`src/design/ple_pkg.sv`:
```
// shared types and codes for the positional list engine
// no dependencies; imported by ple_cell, positional_list_engine_core and the testbench
package ple_pkg;

	localparam logic [1:0] MODE_INSERT = 2'd0;
	localparam logic [1:0] MODE_REMOVE = 2'd1;
	localparam logic [1:0] MODE_READ   = 2'd2;
	localparam logic [1:0] MODE_SEARCH = 2'd3;

	localparam logic [1:0] ST_OK       = 2'd0;
	localparam logic [1:0] ST_BADPOS   = 2'd1;
	localparam logic [1:0] ST_FULL     = 2'd2;
	localparam logic [1:0] ST_NOTFOUND = 2'd3;

	localparam logic [7:0] POS_LAST = 8'hFF;

	typedef enum logic [2:0] {
		OP_NONE,
		OP_INSERT,
		OP_REMOVE,
		OP_READ,
		OP_SEARCH
	} op_t;

	typedef struct packed {
		logic       valid;
		op_t        op;
		logic [1:0] status;
		logic       found;
	} ctrl_t;

endpackage

```
`src/design/ple_cell.sv`:
```
// one list cell: holds one entry and passes the command token to its right neighbor
// depends on ple_pkg
module ple_cell import ple_pkg::*; #(
	parameter int IW    = 6,
	parameter int CW    = 7,
	parameter int INDEX = 0
) (
	input  logic          clk,
	input  logic          arst_n,
	input  ctrl_t         ctrl_in,
	input  logic [IW-1:0] at_in,
	input  logic [CW-1:0] cnt_in,
	input  logic [31:0]   key_in,
	input  logic [31:0]   data_in,
	input  logic [IW-1:0] fidx_in,
	input  logic [31:0]   next_entry,
	output logic [31:0]   entry,
	output ctrl_t         ctrl_out,
	output logic [IW-1:0] at_out,
	output logic [CW-1:0] cnt_out,
	output logic [31:0]   key_out,
	output logic [31:0]   data_out,
	output logic [IW-1:0] fidx_out
);

	localparam logic [IW-1:0] MY_IDX = IW'(INDEX);
	localparam logic [CW-1:0] MY_CNT = CW'(INDEX);

	logic [31:0]   entry_q;
	ctrl_t         ctrl_q;
	logic [IW-1:0] at_q;
	logic [CW-1:0] cnt_q;
	logic [31:0]   key_q;
	logic [31:0]   data_q;
	logic [IW-1:0] fidx_q;

	logic [31:0]   entry_d;
	ctrl_t         ctrl_d;
	logic [31:0]   data_d;
	logic [IW-1:0] fidx_d;

	always_comb begin
		entry_d = entry_q;
		ctrl_d  = ctrl_in;
		data_d  = data_in;
		fidx_d  = fidx_in;
		if (ctrl_in.valid) begin
			case (ctrl_in.op)
				OP_INSERT: begin
					if (MY_IDX >= at_in) begin
						entry_d = data_in;
						data_d  = entry_q;
					end
				end
				OP_REMOVE: begin
					if (MY_IDX == at_in) begin
						data_d = entry_q;
					end
					if (MY_IDX >= at_in) begin
						entry_d = next_entry;
					end
				end
				OP_READ: begin
					if (MY_IDX == at_in) begin
						data_d = entry_q;
					end
				end
				OP_SEARCH: begin
					if (!ctrl_in.found && (MY_CNT < cnt_in) && (entry_q == key_in)) begin
						ctrl_d.found  = 1'b1;
						ctrl_d.status = ST_OK;
						fidx_d        = MY_IDX;
					end
				end
				default: begin
				end
			endcase
		end
	end

	always_ff @(posedge clk or negedge arst_n) begin
		if (!arst_n) begin
			ctrl_q <= '0;
		end else begin
			ctrl_q <= ctrl_d;
		end
	end

	always_ff @(posedge clk) begin
		entry_q <= entry_d;
		at_q    <= at_in;
		cnt_q   <= cnt_in;
		key_q   <= key_in;
		data_q  <= data_d;
		fidx_q  <= fidx_d;
	end

	assign entry    = entry_q;
	assign ctrl_out = ctrl_q;
	assign at_out   = at_q;
	assign cnt_out  = cnt_q;
	assign key_out  = key_q;
	assign data_out = data_q;
	assign fidx_out = fidx_q;

endmodule

```
`config.mk`:
```
export PLATFORM = sky130hd
export DESIGN_NAME = ple_cell
export DESIGN_NICKNAME = d
export VERILOG_FILES = /design/src/design/ple_pkg.sv /design/src/design/ple_cell.sv
export SDC_FILE = /design/constraint.sdc
export NUM_CORES = 1
export LEC_CHECK = 0
export BUFFER_PORTS_ARGS = -buffer_cell sky130_fd_sc_hd__buf_2
export CAP_MARGIN = 20
export CORE_MARGIN = 1.5
export CORE_UTILIZATION = 45
export CTS_CLUSTER_DIAMETER = 120
export DETAILED_ROUTE_END_ITERATION = 7
export GPL_TIMING_DRIVEN = 1
export PLACE_DENSITY = 0.87
export SLEW_MARGIN = 10
export SYNTH_ARGS = -nofsm -noshare
export SYNTH_HDL_FRONTEND = slang
export SYNTH_SLANG_ARGS = --single-unit
```
`constraint.sdc`:
```
create_clock -name clk -period 2.2 [get_ports clk]
set_input_delay 0.11 -clock clk [delete_from_list [all_inputs] [get_ports clk]]
set_output_delay 0.11 -clock clk [all_outputs]
set_load 0.005 [all_outputs]
```
==> results.json <==
{
  "status": "complete, no violations",
  "start_util_pct": 46.7,
  "syn_avg_cell_area_sq_um": 15.6,
  "rows": 34,
  "antenna_left": 0,
  "drtIter0Drc": 101,
  "seq_area_sq_um": 2800,
  "ys_seq_area_share_pct": 68.3,
  "ios": 246,
  "p_per_area_nw_per_um2": 784,
  "antenna_found_initial": 1,
  "critPathLaunchType": "flip-flop",
  "cts_resized": 0,
  "yosysTopAreaCell": "dfxtp_1",
  "p_sw_mw": 1.27,
  "period_needed_ns": 1.66,
  "cap_viol_max_count": 0,
  "die_y_um": 98.4,
  "cts_max_path_buffers": 2,
  "whs_path_depth": 2,
  "numCtsBuffers": 17,
  "rsz0062_at_grt": "false",
  "crit_type": "flip-flop to flip-flop",
  "skew_ns": 0.00906,
  "worstRegToRegCells": 5,
  "clock.fmax_mhz": 603,
  "holdBufCountCts": 124,
  "clkTransAtPathRegs_ns": 0.06,
  "nets": 775,
  "post-cts-setup-buffer-count": 0,
  "fin_crit_sh_pct": 75.4,
  "synth_compound_area_share_pct": 1.62,
  "hold_viol": 0,
  "cp_max_fo": 9,
  "cts_tree": "done",
  "synthCells": 262,
  "setup_violations": 0,
  "grt_usage_pct": 30.4,
  "grt_pass1_wl_um": 22400,
  "place_ws_ns": 0.633,
  "drcViolationCount": 0,
  "dieArea_sq_um": 9680,
  "synth_common_cells": "83 x dfxtp_1, 34 x mux2_2, 32 x edfxtp_1, 32 x xnor2_1, 30 x mux2_1",
  "power_frac_clock_pct": 47.7,
  "yosysTopAreaCellShare_pct": 40.6,
  "drive_gt1_share_pct": 48.9,
  "worstPathArrival_ns": 1.99,
  "port_buffers": 245,
  "slew_headroom_pct": 69.7,
  "cts_sinks": 122,
  "syn_area_sq_um": 4100,
  "cts_root_buf": "clkbuf_8",
  "fin_hold_ws_ns": 0.278,
  "via_per_inst": 4.94,
  "synth_xor_area_share_pct": 7.06,
  "gp_congestion": 0.839,
  "postSynth.asyncResetShare_pct": 5.74,
  "internal_power_mw": 4.47,
  "die_w_um": 98.4,
  "cp-end-kind": "flip-flop",
  "multi_input_area_sq_um": 1240,
  "area_delta_synth_final_pct": 78.8,
  "synth_top_family_by_area": "multiplexers",
  "clock_latency_ns": 0.49,
  "synthTopCellsByArea": "dfxtp_1 41%, edfxtp_1 23%, mux2_2 9.3%, mux2_1 8.2%, xnor2_1 6.8%",
  "peakVddDrop_mv": 0.540,
  "share_seq_of_total_power_pct": 42.2,
  "coreArea_sq_um": 8760,
  "synth_flop_cell": "dfxtp_1",
  "synthDistinctLibCells": 21,
  "synth-edff-count": 32,
  "synthMostInstantiatedCell": "dfxtp_1",
  "synthSimpleGateAreaFrac_pct": 3.94,
  "n_fill_cell": 450,
  "cp.required_ns": 2.53,
  "yosysWarningCount": 0,
  "synth_mux_area_share_pct": 17.6,
  "synthAdderAreaFrac_pct": 0,
  "power_leakage_nw": 3.28,
  "pwr-share-comb_pct": 10.1,
  "post_drt_wl_per_cell_um": 19.1,
  "grt_pass1_vias": 4390,
  "hold_path_class": "input pin to flip-flop",
  "synth-seq-cells": 122,
  "layout_setup_ws_ns": 0.541,
  "tightestPinTransition_ns": 0.455,
  "place_hpwl_um": 8420,
  "totalWireLength_um": 14800,
  "slew_viol_final": 0,
  "grt_max_degree": 33,
  "drt_first_pass_iters": 4,
  "htreeDepth": 4,
  "finalSetupTns_ns": 0,
  "synth_fp_nets": 386,
  "grt.overflow.total": 0,
  "switching_share_pct": 22.2,
  "via_count": 3822
}
[area by class of cell]
class	instances	area share, %
antenna	1	0.0342
clock buffer	21	6.71
clock inverter	11	1.38
inverter	8	0.410
multi-input combinational	126	17.0
sequential	122	38.2
tap	108	1.85
timing repair buffer	376	34.4
[logic make-up after synthesis]
| kind of cell | count (synthesis) |
|---|---|
| simple gates | 19 |
| xor+xnor | 33 |
| mux | 64 |
| buf+inv | 14 |
| compound gates | 10 |
| flops | 122 |
[worst paths after layout]
path | from | endpoint | slack (ns)
setup / recovery | entry[21]$_DFFE_PP_ | ctrl_out[1]$_DFF_PN0_ | 0.54
setup reg to reg | entry[21]$_DFFE_PP_ | ctrl_out[1]$_DFF_PN0_ | 0.54
hold reg to reg | entry[2]$_DFFE_PP_ | data_out[2]$_DFF_P_ | 0.54
max in group asynchronous | arst_n | ctrl_out[0]$_DFF_PN0_ | 1.39
hold / removal | cnt_in[2] | cnt_out[2]$_DFF_P_ | 0.28
min in group asynchronous | arst_n | ctrl_out[6]$_DFF_PN0_ | 0.57
[per-layer routing]
metal,GRT usage (%),wire length (um)
met5,0,0
met4,18.2,776
met3,7.66,809
met2,57.9,8180
met1,28.9,4990
[critical path, stage by stage, from the launching register on]
cell and delay (ns):
edfxtp_1 0.44, xnor2_1 0.26, nand4_1 0.18, nor4_2 0.28, buf_4 0.21, a31oi_1 0.14
[state kept, by name, summed over array words and instances, names as in the netlist]
register  flops
key_out      32
entry        32
ctrl_out      7
data_out     32
cnt_out       7
at_out        6
fidx_out      6
[power groups by stage]
stage / combinational [mW] / sequential (mW) / clock, mW
after global placement: 0.361 / 2.46 / 0
after global routing: 0.612 / 2.43 / 2.87
after detailed placement: 0.375 / 2.47 / 0
after floorplan: 0.112 / 2.48 / 0
after CTS: 0.550 / 2.42 / 2.74
final: 0.577 / 2.42 / 2.74
[through the flow]
step                      instance area, sq um  util [%]  total power [mW]  cells
after floorplan                           4100         -              2.59    262
after global placement                    5490      62.6              2.82    616
after detailed placement                  5490      62.6              2.84    616
after CTS                                 7320      83.5              5.71    772
after global routing                      7320      83.6              5.91    773
final                                     7320      83.6              5.74    773
[cells in the final DEF (no fill, tap or decap), types with 8 or more instances in the layout]
cell,instances
a31oi_1,8
buf_2,245
clkbuf_16,18
dfxtp_1,83
dlygate4sd3_1,124
edfxtp_1,32
inv_1,8
mux2_1,30
mux2_2,34
nand4_1,8
xnor2_1,32
(Power assumes the default switching activity.)
